`src/hw/rtl/slp_pkg.sv`:
```
`timescale 1ns / 1ps
`default_nettype none

package slp_pkg;

  localparam int SIZE_BITS_DEF = 24;

  localparam logic [1:0] PH_CMD  = 2'd0;
  localparam logic [1:0] PH_SIZE = 2'd1;
  localparam logic [1:0] PH_DATA = 2'd2;

  localparam logic [2:0] EV_NONE    = 3'd0;
  localparam logic [2:0] EV_HELP    = 3'd1;
  localparam logic [2:0] EV_UNKNOWN = 3'd2;
  localparam logic [2:0] EV_PROG    = 3'd3;
  localparam logic [2:0] EV_SIZE_OK = 3'd4;
  localparam logic [2:0] EV_DONE    = 3'd5;

  localparam logic [7:0] CH_CR    = 8'h0D;
  localparam logic [7:0] CH_P     = 8'h50;
  localparam logic [7:0] CH_SPACE = 8'h20;
  localparam logic [7:0] CH_0     = 8'h30;
  localparam logic [7:0] CH_9     = 8'h39;

  localparam logic [7:0] PRE_FILL  = 8'hFF;
  localparam logic [7:0] PRE_SYNC0 = 8'hBD;
  localparam logic [7:0] PRE_SYNC1 = 8'hB3;

  localparam int PRE_LEN   = 18;
  localparam int PRE_IDX_W = $clog2(PRE_LEN);

  typedef logic [PRE_IDX_W-1:0] pre_idx_t;

  function automatic logic [7:0] pre_byte(input pre_idx_t idx);
    logic [7:0] b;
    if (idx == pre_idx_t'(PRE_LEN - 2)) begin
      b = PRE_SYNC0;
    end else if (idx == pre_idx_t'(PRE_LEN - 1)) begin
      b = PRE_SYNC1;
    end else begin
      b = PRE_FILL;
    end
    return b;
  endfunction

endpackage

`default_nettype wire

```
`src/hw/rtl/serial_bitstream_loader_parser.sv`:
```
// Inputs pass the input, then the output register. Throughput if not stalled:
// one input transaction per cycle; a carriage return ending size entry
// yields 18 preamble results, one per cycle, during which input holds. Sizes
// are accumulated one digit per transaction in one multiply-by-ten add.
// Reset: synchronous, active low; returns to the command phase with size,
// count and digit flags cleared and both pipeline registers empty.
`timescale 1ns / 1ps
`default_nettype none

module serial_bitstream_loader_parser
  import slp_pkg::*;
#(
  parameter int SIZE_BITS = SIZE_BITS_DEF
) (
  input  wire logic       clk,
  input  wire logic       rst_n,
  input  wire logic       in_valid,
  output logic            in_stall,
  input  wire logic [7:0] in_rx_byte,
  output logic            out_valid,
  input  wire logic       out_stall,
  output logic            out_kind,
  output logic [7:0]      out_spi_byte,
  output logic [2:0]      out_event_res,
  output logic            out_last
);

  localparam int ACC_W = SIZE_BITS + 4;

  logic                 in_valid_r, in_valid_nxt;
  logic [7:0]           in_byte_r;

  logic [1:0]           phase_r, phase_nxt;
  logic [SIZE_BITS-1:0] size_r, size_nxt;
  logic [SIZE_BITS-1:0] count_r, count_nxt;
  logic                 dstart_r, dstart_nxt;
  logic                 dend_r, dend_nxt;

  logic                 pre_active_r, pre_active_nxt;
  pre_idx_t             pre_idx_r, pre_idx_nxt;
  logic                 pre_zero_r, pre_zero_nxt;

  logic                 out_valid_r, out_valid_nxt;
  logic                 out_kind_r, out_kind_nxt;
  logic [7:0]           out_byte_r, out_byte_nxt;
  logic [2:0]           out_ev_r, out_ev_nxt;
  logic                 out_last_r, out_last_nxt;

  logic                 out_free;
  logic                 s1_fire;
  logic                 in_take;
  logic                 is_digit;
  logic [ACC_W-1:0]     acc;
  logic [SIZE_BITS-1:0] size_sat;
  logic [SIZE_BITS-1:0] count_inc;
  logic                 pre_end;

  assign out_free = !out_valid_r || !out_stall;
  assign s1_fire  = in_valid_r && out_free && !pre_active_r;
  assign in_stall = in_valid_r && !s1_fire;
  assign in_take  = in_valid && !in_stall;

  assign is_digit = (in_byte_r >= CH_0) && (in_byte_r <= CH_9);
  assign acc = ({4'b0, size_r} << 3) + ({4'b0, size_r} << 1)
             + {{SIZE_BITS{1'b0}}, in_byte_r[3:0]};
  assign size_sat = (|acc[ACC_W-1:SIZE_BITS]) ? {SIZE_BITS{1'b1}} : acc[SIZE_BITS-1:0];
  assign count_inc = count_r + {{(SIZE_BITS-1){1'b0}}, 1'b1};
  assign pre_end = (pre_idx_r == pre_idx_t'(PRE_LEN - 1));

  always_comb begin
    in_valid_nxt   = in_valid_r;
    phase_nxt      = phase_r;
    size_nxt       = size_r;
    count_nxt      = count_r;
    dstart_nxt     = dstart_r;
    dend_nxt       = dend_r;
    pre_active_nxt = pre_active_r;
    pre_idx_nxt    = pre_idx_r;
    pre_zero_nxt   = pre_zero_r;
    out_valid_nxt  = out_valid_r;
    out_kind_nxt   = out_kind_r;
    out_byte_nxt   = out_byte_r;
    out_ev_nxt     = out_ev_r;
    out_last_nxt   = out_last_r;

    if (in_take) begin
      in_valid_nxt = 1'b1;
    end else if (s1_fire) begin
      in_valid_nxt = 1'b0;
    end

    if (out_free) begin
      out_valid_nxt = 1'b0;
    end

    if (pre_active_r && out_free) begin
      out_valid_nxt = 1'b1;
      out_kind_nxt  = 1'b1;
      out_byte_nxt  = pre_byte(pre_idx_r);
      out_ev_nxt    = (pre_end && pre_zero_r) ? EV_DONE : EV_NONE;
      out_last_nxt  = pre_end;
      if (pre_end) begin
        pre_active_nxt = 1'b0;
      end else begin
        pre_idx_nxt = pre_idx_r + pre_idx_t'(1);
      end
    end else if (s1_fire) begin
      case (phase_r)
        PH_SIZE: begin
          if (in_byte_r == CH_CR) begin
            out_valid_nxt  = 1'b1;
            out_kind_nxt   = 1'b1;
            out_byte_nxt   = pre_byte(pre_idx_t'(0));
            out_ev_nxt     = EV_SIZE_OK;
            out_last_nxt   = 1'b0;
            pre_active_nxt = 1'b1;
            pre_idx_nxt    = pre_idx_t'(1);
            pre_zero_nxt   = (size_r == '0);
            count_nxt      = '0;
            dstart_nxt     = 1'b0;
            dend_nxt       = 1'b0;
            phase_nxt      = (size_r == '0) ? PH_CMD : PH_DATA;
          end else if (!dend_r) begin
            if (is_digit) begin
              size_nxt   = size_sat;
              dstart_nxt = 1'b1;
            end else if (!(in_byte_r == CH_SPACE && !dstart_r)) begin
              dend_nxt = 1'b1;
            end
          end
        end
        PH_DATA: begin
          count_nxt     = count_inc;
          out_valid_nxt = 1'b1;
          out_kind_nxt  = 1'b1;
          out_byte_nxt  = in_byte_r;
          out_last_nxt  = 1'b1;
          if (count_inc >= size_r) begin
            out_ev_nxt = EV_DONE;
            phase_nxt  = PH_CMD;
          end else begin
            out_ev_nxt = EV_NONE;
          end
        end
        default: begin
          phase_nxt     = PH_CMD;
          out_valid_nxt = 1'b1;
          out_kind_nxt  = 1'b0;
          out_byte_nxt  = 8'h00;
          out_last_nxt  = 1'b1;
          if (in_byte_r == CH_CR) begin
            out_ev_nxt = EV_HELP;
          end else if (in_byte_r == CH_P) begin
            out_ev_nxt = EV_PROG;
            size_nxt   = '0;
            count_nxt  = '0;
            dstart_nxt = 1'b0;
            dend_nxt   = 1'b0;
            phase_nxt  = PH_SIZE;
          end else begin
            out_ev_nxt = EV_UNKNOWN;
          end
        end
      endcase
    end
  end

  always_ff @(posedge clk) begin
    if (!rst_n) begin
      in_valid_r   <= 1'b0;
      phase_r      <= PH_CMD;
      size_r       <= '0;
      count_r      <= '0;
      dstart_r     <= 1'b0;
      dend_r       <= 1'b0;
      pre_active_r <= 1'b0;
      pre_idx_r    <= '0;
      pre_zero_r   <= 1'b0;
      out_valid_r  <= 1'b0;
    end else begin
      in_valid_r   <= in_valid_nxt;
      phase_r      <= phase_nxt;
      size_r       <= size_nxt;
      count_r      <= count_nxt;
      dstart_r     <= dstart_nxt;
      dend_r       <= dend_nxt;
      pre_active_r <= pre_active_nxt;
      pre_idx_r    <= pre_idx_nxt;
      pre_zero_r   <= pre_zero_nxt;
      out_valid_r  <= out_valid_nxt;
    end
  end

  always_ff @(posedge clk) begin
    if (in_take) begin
      in_byte_r <= in_rx_byte;
    end
    out_kind_r <= out_kind_nxt;
    out_byte_r <= out_byte_nxt;
    out_ev_r   <= out_ev_nxt;
    out_last_r <= out_last_nxt;
  end

  assign out_valid     = out_valid_r;
  assign out_kind      = out_kind_r;
  assign out_spi_byte  = out_byte_r;
  assign out_event_res = out_ev_r;
  assign out_last      = out_last_r;

endmodule

`default_nettype wire

```
`config.mk`:
```
export PLATFORM = sky130hd
export DESIGN_NAME = serial_bitstream_loader_parser
export DESIGN_NICKNAME = d
export VERILOG_FILES = /design/src/hw/rtl/slp_pkg.sv /design/src/hw/rtl/serial_bitstream_loader_parser.sv
export SDC_FILE = /design/constraint.sdc
export NUM_CORES = 1
export LEC_CHECK = 0
export BUFFER_PORTS_ARGS = -buffer_cell sky130_fd_sc_hd__buf_2
export CAP_MARGIN = 20
export CORE_MARGIN = 2
export CORE_UTILIZATION = 50
export DETAILED_ROUTE_END_ITERATION = 6
export GPL_TIMING_DRIVEN = 0
export PLACE_DENSITY = 0.67
export REMOVE_ABC_BUFFERS = 1
export SLEW_MARGIN = 10
export SYNTH_ARGS = -nofsm -noshare
export SYNTH_HDL_FRONTEND = slang
export SYNTH_SLANG_ARGS = --single-unit
export TNS_END_PERCENT = 5
```
`constraint.sdc`:
```
create_clock -name clk -period 3.65 [get_ports clk]
set_input_delay 0.5475 -clock clk [delete_from_list [all_inputs] [get_ports clk]]
set_output_delay 0.5475 -clock clk [all_outputs]
set_load 0.05 [all_outputs]
```
; After elaboration in Yosys (flattened, before gate mapping)
; Index checks and enable logic that the tools add are counted.
[op_classes]
n_addsub = 4
magnitude_cmp = 3
n_eq_ne = 18
n_mux = 62
n_bitwise = 3
n_reduce_logical = 33
[op_table]
columns = cell, count
row1 = $mux 24, 7
row2 = $pmux 24 s2, 2
row3 = $add 27x25->28, 1
row4 = $add 28x4->28, 1
row5 = $mux 1, 28
row6 = $mux 5, 5
row7 = $add 24x1->24 const B, 1
row8 = $ge 24x24->1, 1
row9 = $logic_not 24->1, 1
row10 = $mux 8, 3
row11 = $pmux 8 s2, 1
row12 = $reduce_and 4->1, 4
row13 = $mux 3, 5
row14 = $mux 7, 2
row15 = $reduce_and 7->1, 2
row16 = $ne 2x2->1 const B, 6
row17 = $eq 5x5->1 const B, 2
row18 = $reduce_and 5->1, 2
row19 = $reduce_bool 2->1, 5
row20 = $ne 3x3->1 const B, 3
row21 = $eq 8x4->1 const B, 1
row22 = $eq 8x6->1 const B, 1
row23 = $eq 8x7->1 const B, 1
row24 = $ge 8x6->1 const B, 1
row25 = other kinds (17), 37
[totals]
ff_bits = 82
input_bits = 12
output_inout_bits = 15
wordCells = 138

; Logic depth before layout (Yosys ltp)
; Gate-level depths: netlist of run 1.
[depth]
ltp_word = 9
ltp_mapped = 15
depth_no_buf = 14

; Worst setup path after synthesis of run 1
; Ideal clock, no wire load.
[synth_timing]
kind = flip-flop to flip-flop
startpoint = register count_r[0]
endpoint = register out_ev_r[0], in the netlist out_event_res[0], data pin
setup_time_ns = 0.163
arrival_ns = 3.085
required_ns = 3.487
path_slack_ns = 0.402
stages_incl_launch_ff = 15
path_buffers = 1
period_less_slack_ns = 3.248
path_cell_list = dfxtp_1 ha_1 and3_1 buf_2 nand3_1 nor4_2 nand2_1 xnor2_1 ha_1 nand4_1 nor4bb_1 o2111ai_1 o21ai_0 nand2_1 o221ai_1
[synth_via]
elab_chain_len = 6
[synth_lines]
columns = element, line
row1 = start: declaration, serial_bitstream_loader_parser.sv:35  ; logic [SIZE_BITS-1:0] count_r, count_nxt;
row2 = start signal: assignment, serial_bitstream_loader_parser.sv:184  ; count_r <= count_nxt;
row3 = $add 24x1->24, serial_bitstream_loader_parser.sv:67  ; assign count_inc = count_r + {{(SIZE_BITS-1){1'b0}}, 1'b1};
row4 = $ge 24x24->1, serial_bitstream_loader_parser.sv:138  ; if (count_inc >= size_r) begin
row5 = $mux 3, serial_bitstream_loader_parser.sv:138
row6 = $pmux 3 s2, serial_bitstream_loader_parser.sv:108  ; case (phase_r)
row7 = $mux 3, serial_bitstream_loader_parser.sv:107  ; end else if (s1_fire) begin
row8 = $mux 3, serial_bitstream_loader_parser.sv:96  ; if (pre_active_r && out_free) begin
row9 = net out_ev_nxt[0], serial_bitstream_loader_parser.sv:46  ; logic [2:0] out_ev_r, out_ev_nxt;
row10 = end signal: assignment, serial_bitstream_loader_parser.sv:200  ; out_ev_r <= out_ev_nxt;
row11 = end: declaration, serial_bitstream_loader_parser.sv:46
; The timed path passes the listed nets, and every way through them passes these cells. The select of a mux whose other input is x is not followed.
; A chain may end at the register's enable or synchronous reset.

; Final worst setup path of run 1
[layout_timing]
startpoint = register in_byte_r[3]
endpoint = register size_r[13]
[layout_via]
elab_chain_len = 7
word_cells_on_any_way = 16
cone_classes = 1 x add/sub / 2 x order compare / 3 x eq/ne / 5 x mux / 1 x bitwise / 4 x reduce/logical
[layout_lines]
columns = element, line
row1 = start: declaration, serial_bitstream_loader_parser.sv:31  ; logic [7:0] in_byte_r;
row2 = start signal: assignment, serial_bitstream_loader_parser.sv:196  ; in_byte_r <= in_rx_byte;
row3 = $add 28x4->28, serial_bitstream_loader_parser.sv:65  ; + {{SIZE_BITS{1'b0}}, in_byte_r[3:0]};
row4 = $reduce_or 4->1, serial_bitstream_loader_parser.sv:66  ; assign size_sat = (|acc[ACC_W-1:SIZE_BITS]) ? {SIZE_BITS{1'b1}} : acc[SIZE_BITS-1:0];
row5 = $mux 24, serial_bitstream_loader_parser.sv:66
row6 = $mux 24, serial_bitstream_loader_parser.sv:124  ; if (is_digit) begin
row7 = $mux 24, serial_bitstream_loader_parser.sv:123  ; end else if (!dend_r) begin
row8 = $mux 24, serial_bitstream_loader_parser.sv:110  ; if (in_byte_r == CH_CR) begin
row9 = $pmux 24 s2, serial_bitstream_loader_parser.sv:108
row10 = end signal: assignment, serial_bitstream_loader_parser.sv:183  ; size_r <= size_nxt;
row11 = end: declaration, serial_bitstream_loader_parser.sv:34  ; logic [SIZE_BITS-1:0] size_r, size_nxt;
; Parallel ways exist; a longest one is shown, timed or not. The select of a mux whose other input is x is not followed.

==> results of run 1 <==
[state kept, by name (all words and copies together) (netlist names)]
| signal | flops |
|---|---|
| out_valid | 1 |
| dend_r | 1 |
| phase_r | 2 |
| pre_idx_r | 5 |
| out_last | 1 |
| out_kind | 1 |
| count_r | 24 |
| pre_zero_r | 1 |
| in_valid_r | 1 |
| dstart_r | 1 |
| size_r | 24 |
| in_byte_r | 8 |
| out_spi_byte | 8 |
| out_event_res | 3 |
| pre_active_r | 1 |
[synthesized netlist by cell type (8+ instances only)]
cell and count:
ha_1 77, nor3_1 15, nand4_1 16, dfxtp_1 62
o21ai_0 43, edfxtp_1 20, nor2_1 47, nand3_1 42
nand2_1 50, inv_1 43, a21oi_1 63, and3_1 13
xnor2_1 17, a22oi_1 26, xor2_1 24, o21a_1 12
a211oi_1 11, nor4_1 8, clkbuf_1 14, a21o_1 15
[per-stage QoR]
stage / utilization / TNS (ns)
final: 0.5545 / 0
after global placement: 0.5156 / -9.450
after global routing: 0.5545 / -0.05705
after detailed placement: 0.5175 / -11.81
after floorplan: - / 0
after CTS: 0.5485 / 0
[final timing paths]
kind	endpoint	slack [ns]	cells past startpoint
worst max-delay path	size_r[13]	0.14	12
worst min-delay path	in_byte_r[0]	0.38	1
worst max register to register	size_r[13]	0.14	12
worst min register to register	out_kind	0.49	2
[layout make-up]
cell class | instances | area, um^2 | share of cell area
well taps | 172 | 215.2 | 0.03101
repair buffers | 34 | 206.4 | 0.02975
inverters | 44 | 165.2 | 0.02380
flip-flops and latches | 82 | 1847 | 0.2661
multi-input cells | 584 | 4217 | 0.6075
clock buffers | 11 | 254.0 | 0.03660
clock inverters | 5 | 36.28 | 0.005228
[repair_timing]
| action | in CTS | in global routing |
|---|---|---|
| pin swaps | 2 | 6 |
| gates resized for setup | 10 | 15 |
| endpoints found under the setup margin | 28 | 28 |
| cloned | 1 | 0 |
| setup buffers | 3 | 3 |
[power breakdown]
group	total (W)	switching [W]	internal, W
clock network	0.000882	0.000377	0.000505
registers	0.000950	0.00000935	0.000940
logic	0.0000627	0.0000476	0.0000151
total	0.00189	0.000434	0.00146
[worst max-delay path: stages (launching register included)]
cell      delay (ns)
edfxtp_1        0.43
inv_1           0.14
fa_1            0.55
inv_1           0.07
fa_1            0.48
a211oi_1        0.32
o21ai_2         0.17
a31oi_2         0.27
o211a_1         0.21
xnor2_1         0.16
o31ai_4         0.33
buf_12          0.18
nand3_1         0.08
[routing by layer]
| metal | track usage | routed length, um | vias up |
|---|---|---|---|
| li1 | - | - | 2779 |
| met1 | 0.3040 | 7089 | 2712 |
| met2 | 0.4202 | 7752 | 129 |
| met3 | 0.05241 | 628 | 24 |
| met4 | 0.07686 | 260 | 0 |
| met5 | 0 | 0 | - |
[cells by family (layout without fill, tap and decap cells)]
family                   after synthesis  in the layout  synth area share
XOR/XNOR                              41             41           0.05665
buffers and inverters                 79             94           0.06238
multiplexers                           4              4          0.006317
AND/OR/NAND/NOR                      242            242            0.2004
flip-flops                            82             82            0.2906
AO/OA/AOI/OAI                        217            218            0.2254
adder cells (fa/ha/maj)               79             79            0.1583
==> qor.yml, run 1 <==
pwr:
  power_density_nw_per_um2: 272.9
  p_leak_nw: 3.084
  power_w: 0.001894
  ir_worst_vdd_mv: 0.3667
cells_and_area:
  fin_area_um2: 6940
  syn_to_final_growth_pct: 9.495
  layout_commonest_cell: "ha_1"
  layout-drive-gt1-share: 0.1132
  nets: 846
  fillers: 1195
  final_cells: 932
  final_cell_mix: "ha_1 (76), a21oi_1 (63), dfxtp_1 (58)"
  diodes: 0
cts:
  hold_buffers: 0
  cts_sinks: 82
  clk_pin_slew_worst_paths_ns: 0.06
  h-tree-depth: 3
  clockBufferDepth: 2
  cts_root_buffer: "clkbuf_16"
  cts_tree: "built"
  cts_buffers: 9
  clock_latency_ns: 0.35
routing:
  routed-via-count: 5644
  vias_per_cell: 6.056
  routed_wirelength_um: 15730
  ant_nets: 0
  routedWlPerCell_um: 16.88
  drt_iter0_drc: 393
  drtPass1Iterations: 5
  remaining_drc_errors: 0
yosys:
  synth_area_um2: 6339
  synthArstFlopShare: 0
  netlist_instances: 744
  synth.distinct_cells: 67
  synth_top_area_cell: "dfxtp_1"
  syn_area_per_cell_um2: 8.520
  ys_warn_count: 0
  synth_top_area_frac: 0.1958
  yosys-top-cells-area: "dfxtp_1 (20%), ha_1 (15%), edfxtp_1 (9.5%)"
  ys_ff_latch: 82
  ys_seq_area_frac: 0.2906
  synth-edff-count: 20
  yosys_most_used_dff: "dfxtp_1"
timing:
  setup_viol: 0
  max_freq_mhz: 285.2
  timing.final.crit_share: 0.9606
  worstMarginPinSlew_ns: 0.9113
  whs_ns: 0.3810
  slew_headroom: 0.3910
  finalClockSkew_ns: 0.009435
  period_needed_ns: 3.506
  hold_viol: 0
  worst_slack_ns: 0.1438
  drv_slew: 0
  rsz0062_at_grt: "yes"
floorplan:
  core_um2: 12520
  ios: 27
  rows: 41
  die_h_um: 116.6
  start_util: 0.5064
  die_w_um: 116.6
  dieArea_um2: 13590
status:
  outcome: "finished clean"
placement:
  dp.cells: 909
  dp_hpwl_um: 11490
  gp_congestion: 0.8806
  numPortBuffers: 26
  dpl_cell_area_um2: 6477
  place_ws_ns: -0.4701
global_route:
  grt_pass1_vias: 5612
  grt_max_degree: 30
  grt_util_all_layers: 0.2432
  antenna_found_initial: 0
  grt_first_pass_wirelength_um: 26300
  grt_overflow_total: 0
worst_setup_path:
  crit_path_start: "in_byte_r[3]"
  cp.arrival_ns: 3.72
  cp_max_fo: 12
  critPathKind: "flop to flop"
  reg2reg_from: "in_byte_r[3]"
  required_ns: 3.86
  critPathLaunchType: "flop"
  worstSetupEndpointType: "flop"
run:
  cap_violations: 0
min_path:
  hp-class: "input port to flop"
  hp-start: "in_rx_byte[0]"
Note: power is estimated with default switching activity, not from simulation.
==> run 2: changes to the inputs <==
--- a/config.mk
+++ b/config.mk
@@ -7,7 +7,7 @@
 export LEC_CHECK = 0
 export BUFFER_PORTS_ARGS = -buffer_cell sky130_fd_sc_hd__buf_2
 export CAP_MARGIN = 20
-export CORE_MARGIN = 2
+export CORE_MARGIN = 8
 export CORE_UTILIZATION = 50
 export DETAILED_ROUTE_END_ITERATION = 6
 export GPL_TIMING_DRIVEN = 0
==> run 2 against run 1 <==
Net effect: count of clock-buffer cells in the layout did not move; worst setup slack improved by 0.0025 ns; critical path depth rose by 1; register-to-register slack barely moved; non-clock buffer count rose by 1; power rose by 2.9%; flip-flop and latch count did not move; highest routed layer unchanged.
==> qor.yml, run 2 (synthesis gave the netlist of run 1 again) <==
cts:
  clk_pin_slew_worst_paths_ns: 0.06  # about the same
  clock_latency_ns: 0.35  # about the same
  h-tree-depth: 3  # unchanged
  cts_tree: "built"
  clockBufferDepth: 2  # unchanged
  cts_sinks: 82  # unchanged
  cts_buffers: 9  # unchanged
  cts_root_buffer: "clkbuf_16"
  hold_buffers: 0  # unchanged
timing:
  worstMarginPinSlew_ns: 0.9524  # +0.04110 ns
  period_needed_ns: 3.504  # -0.002497 ns
  timing.final.crit_share: 0.9599  # about the same
  setup_viol: 0  # unchanged
  hold_viol: 0  # unchanged
  slew_headroom: 0.3651  # -0.02593
  max_freq_mhz: 285.4  # about the same
  finalClockSkew_ns: 0.007245  # -0.002190 ns
  rsz0062_at_grt: "no"
  drv_slew: 0  # unchanged
global_route:
  grt_first_pass_wirelength_um: 26450  # +0.60%
  grt_max_degree: 30  # unchanged
  grt_pass1_vias: 5545  # -1.2%
  grt_util_all_layers: 0.1990  # -0.04422
  grt_overflow_total: 0  # unchanged
  antenna_found_initial: 0  # unchanged
routing:
  wl_met3_um: 682  # +8.6%
  ant_nets: 0  # unchanged
  routed-via-count: 5687  # +0.76%
  drtPass1Iterations: 4  # -1
  wl_met1_um: 7318  # +3.2%
  vias_per_cell: 6.095  # +0.65%
  maxUsedRoutingLayer: "met4"
  routed_wirelength_um: 16280  # +3.5%
  routedWlPerCell_um: 17.45  # +3.4%
  remaining_drc_errors: 0  # unchanged
  wl_met2_um: 8028  # +3.6%
  drt_iter0_drc: 391  # -0.51%
placement:
  dp.cells: 909  # unchanged
  gp_congestion: 0.8537  # -3.1%
  numPortBuffers: 26  # unchanged
  dp_hpwl_um: 11760  # +2.3%
cells_and_area:
  layout-drive-gt1-share: 0.1170  # +0.003793
  final_cell_mix: "ha_1 (76), a21oi_1 (61), dfxtp_1 (59)"
  final_cells: 933  # +0.11%
  nets: 847  # +0.12%
  syn_to_final_growth_pct: 10.07
  reg.largest.list: "count_r x24, size_r x24"
  fillers: 1162  # -2.8%
  layout_commonest_cell: "ha_1"
  diodes: 0  # unchanged
pwr:
  power_density_nw_per_um2: 279.5  # +2.4%
  p_leak_nw: 3.090  # +0.18%
  power_w: 0.001950  # +2.9%
  ir_worst_vdd_mv: 0.3082  # -16%
floorplan:
  die_w_um: 128.6  # +10%
  ios: 27  # unchanged
  core_um2: 12520  # unchanged
  start_util: 0.5064  # unchanged
  rows: 41  # unchanged
  die_h_um: 128.6  # +10%
  dieArea_um2: 16540  # +22%
status:
  outcome: "finished clean"
worst_setup_path:
  worstSetupEndpointType: "flop"
  cp_max_fo: 7  # -5
  required_ns: 3.74  # -0.12 ns
  critPathKind: "flop to flop"
  critPathLaunchType: "flop"
  cp.arrival_ns: 3.60  # -0.12 ns
min_path:
  hp-class: "input port to flop"
run:
  cap_violations: 0  # unchanged
-- run 2: timing repair --
action                     in CTS  in global routing
cloned                          1                  0
setup endpoints to repair      28                 28
pin swaps                       3                  6
resized for setup              10                 19
buffers inserted                3                  4
-- run 2: final timing paths --
check        slack, ns  depth (start not counted)                to     startpoint
max               0.15                         13  out_event_res[2]     count_r[6]
min               0.38                          1      in_byte_r[2]  in_rx_byte[2]
max reg2reg       0.15                         13  out_event_res[2]     count_r[6]
min reg2reg       0.49                          2          out_kind       out_kind
-- run 2: area by class of cell --
class	count	area, um^2	area share
inverter	44	165.2	0.02367
multi-input combinational	584	4233	0.6067
timing repair buffer	35	214.0	0.03067
tap	172	215.2	0.03085
clock inverter	5	61.31	0.008788
sequential	82	1846	0.2645
clock buffer	11	242.7	0.03479
-- run 2: critical path, stage by stage, from the launching register on --
cell       delay [ns]
dfxtp_1          0.40
and3_2           0.25
and4_2           0.30
and4_4           0.29
and3_1           0.22
xor2_1           0.18
ha_1             0.29
a2111oi_2        0.41
o21ai_1          0.15
o2111ai_1        0.14
o211a_1          0.26
o21ai_2          0.09
a21oi_1          0.16
o21ai_0          0.09
-- run 2: report_power, final --
part	internal, W	switching (W)
sequential	0.000940	0.00000951
clock	0.000553	0.000384
combinational	0.0000150	0.0000482
-- run 2: metrics by stage --
stage | util | hold WS (ns) | instance area [um^2] | setup TNS (ns) | setup WS (ns)
floorplan | - | 0.4600 | 6108 | 0 | 0.2728
global placement | 0.5156 | 0.4700 | 6454 | -9.825 | -0.4519
detailed placement | 0.5175 | 0.4818 | 6477 | -11.25 | -0.4619
CTS | 0.5499 | 0.3630 | 6883 | -0.005118 | -0.005118
global route | 0.5574 | 0.3601 | 6977 | 0 | 0.01266
finish | 0.5574 | 0.3750 | 6977 | 0 | 0.1463
-- run 2: metal layers --
layer  GRT usage  up-vias
li1            -     2776
met1      0.2398     2776
met2      0.3432      114
met3     0.04965       21
met4     0.05805        0
met5           0        -
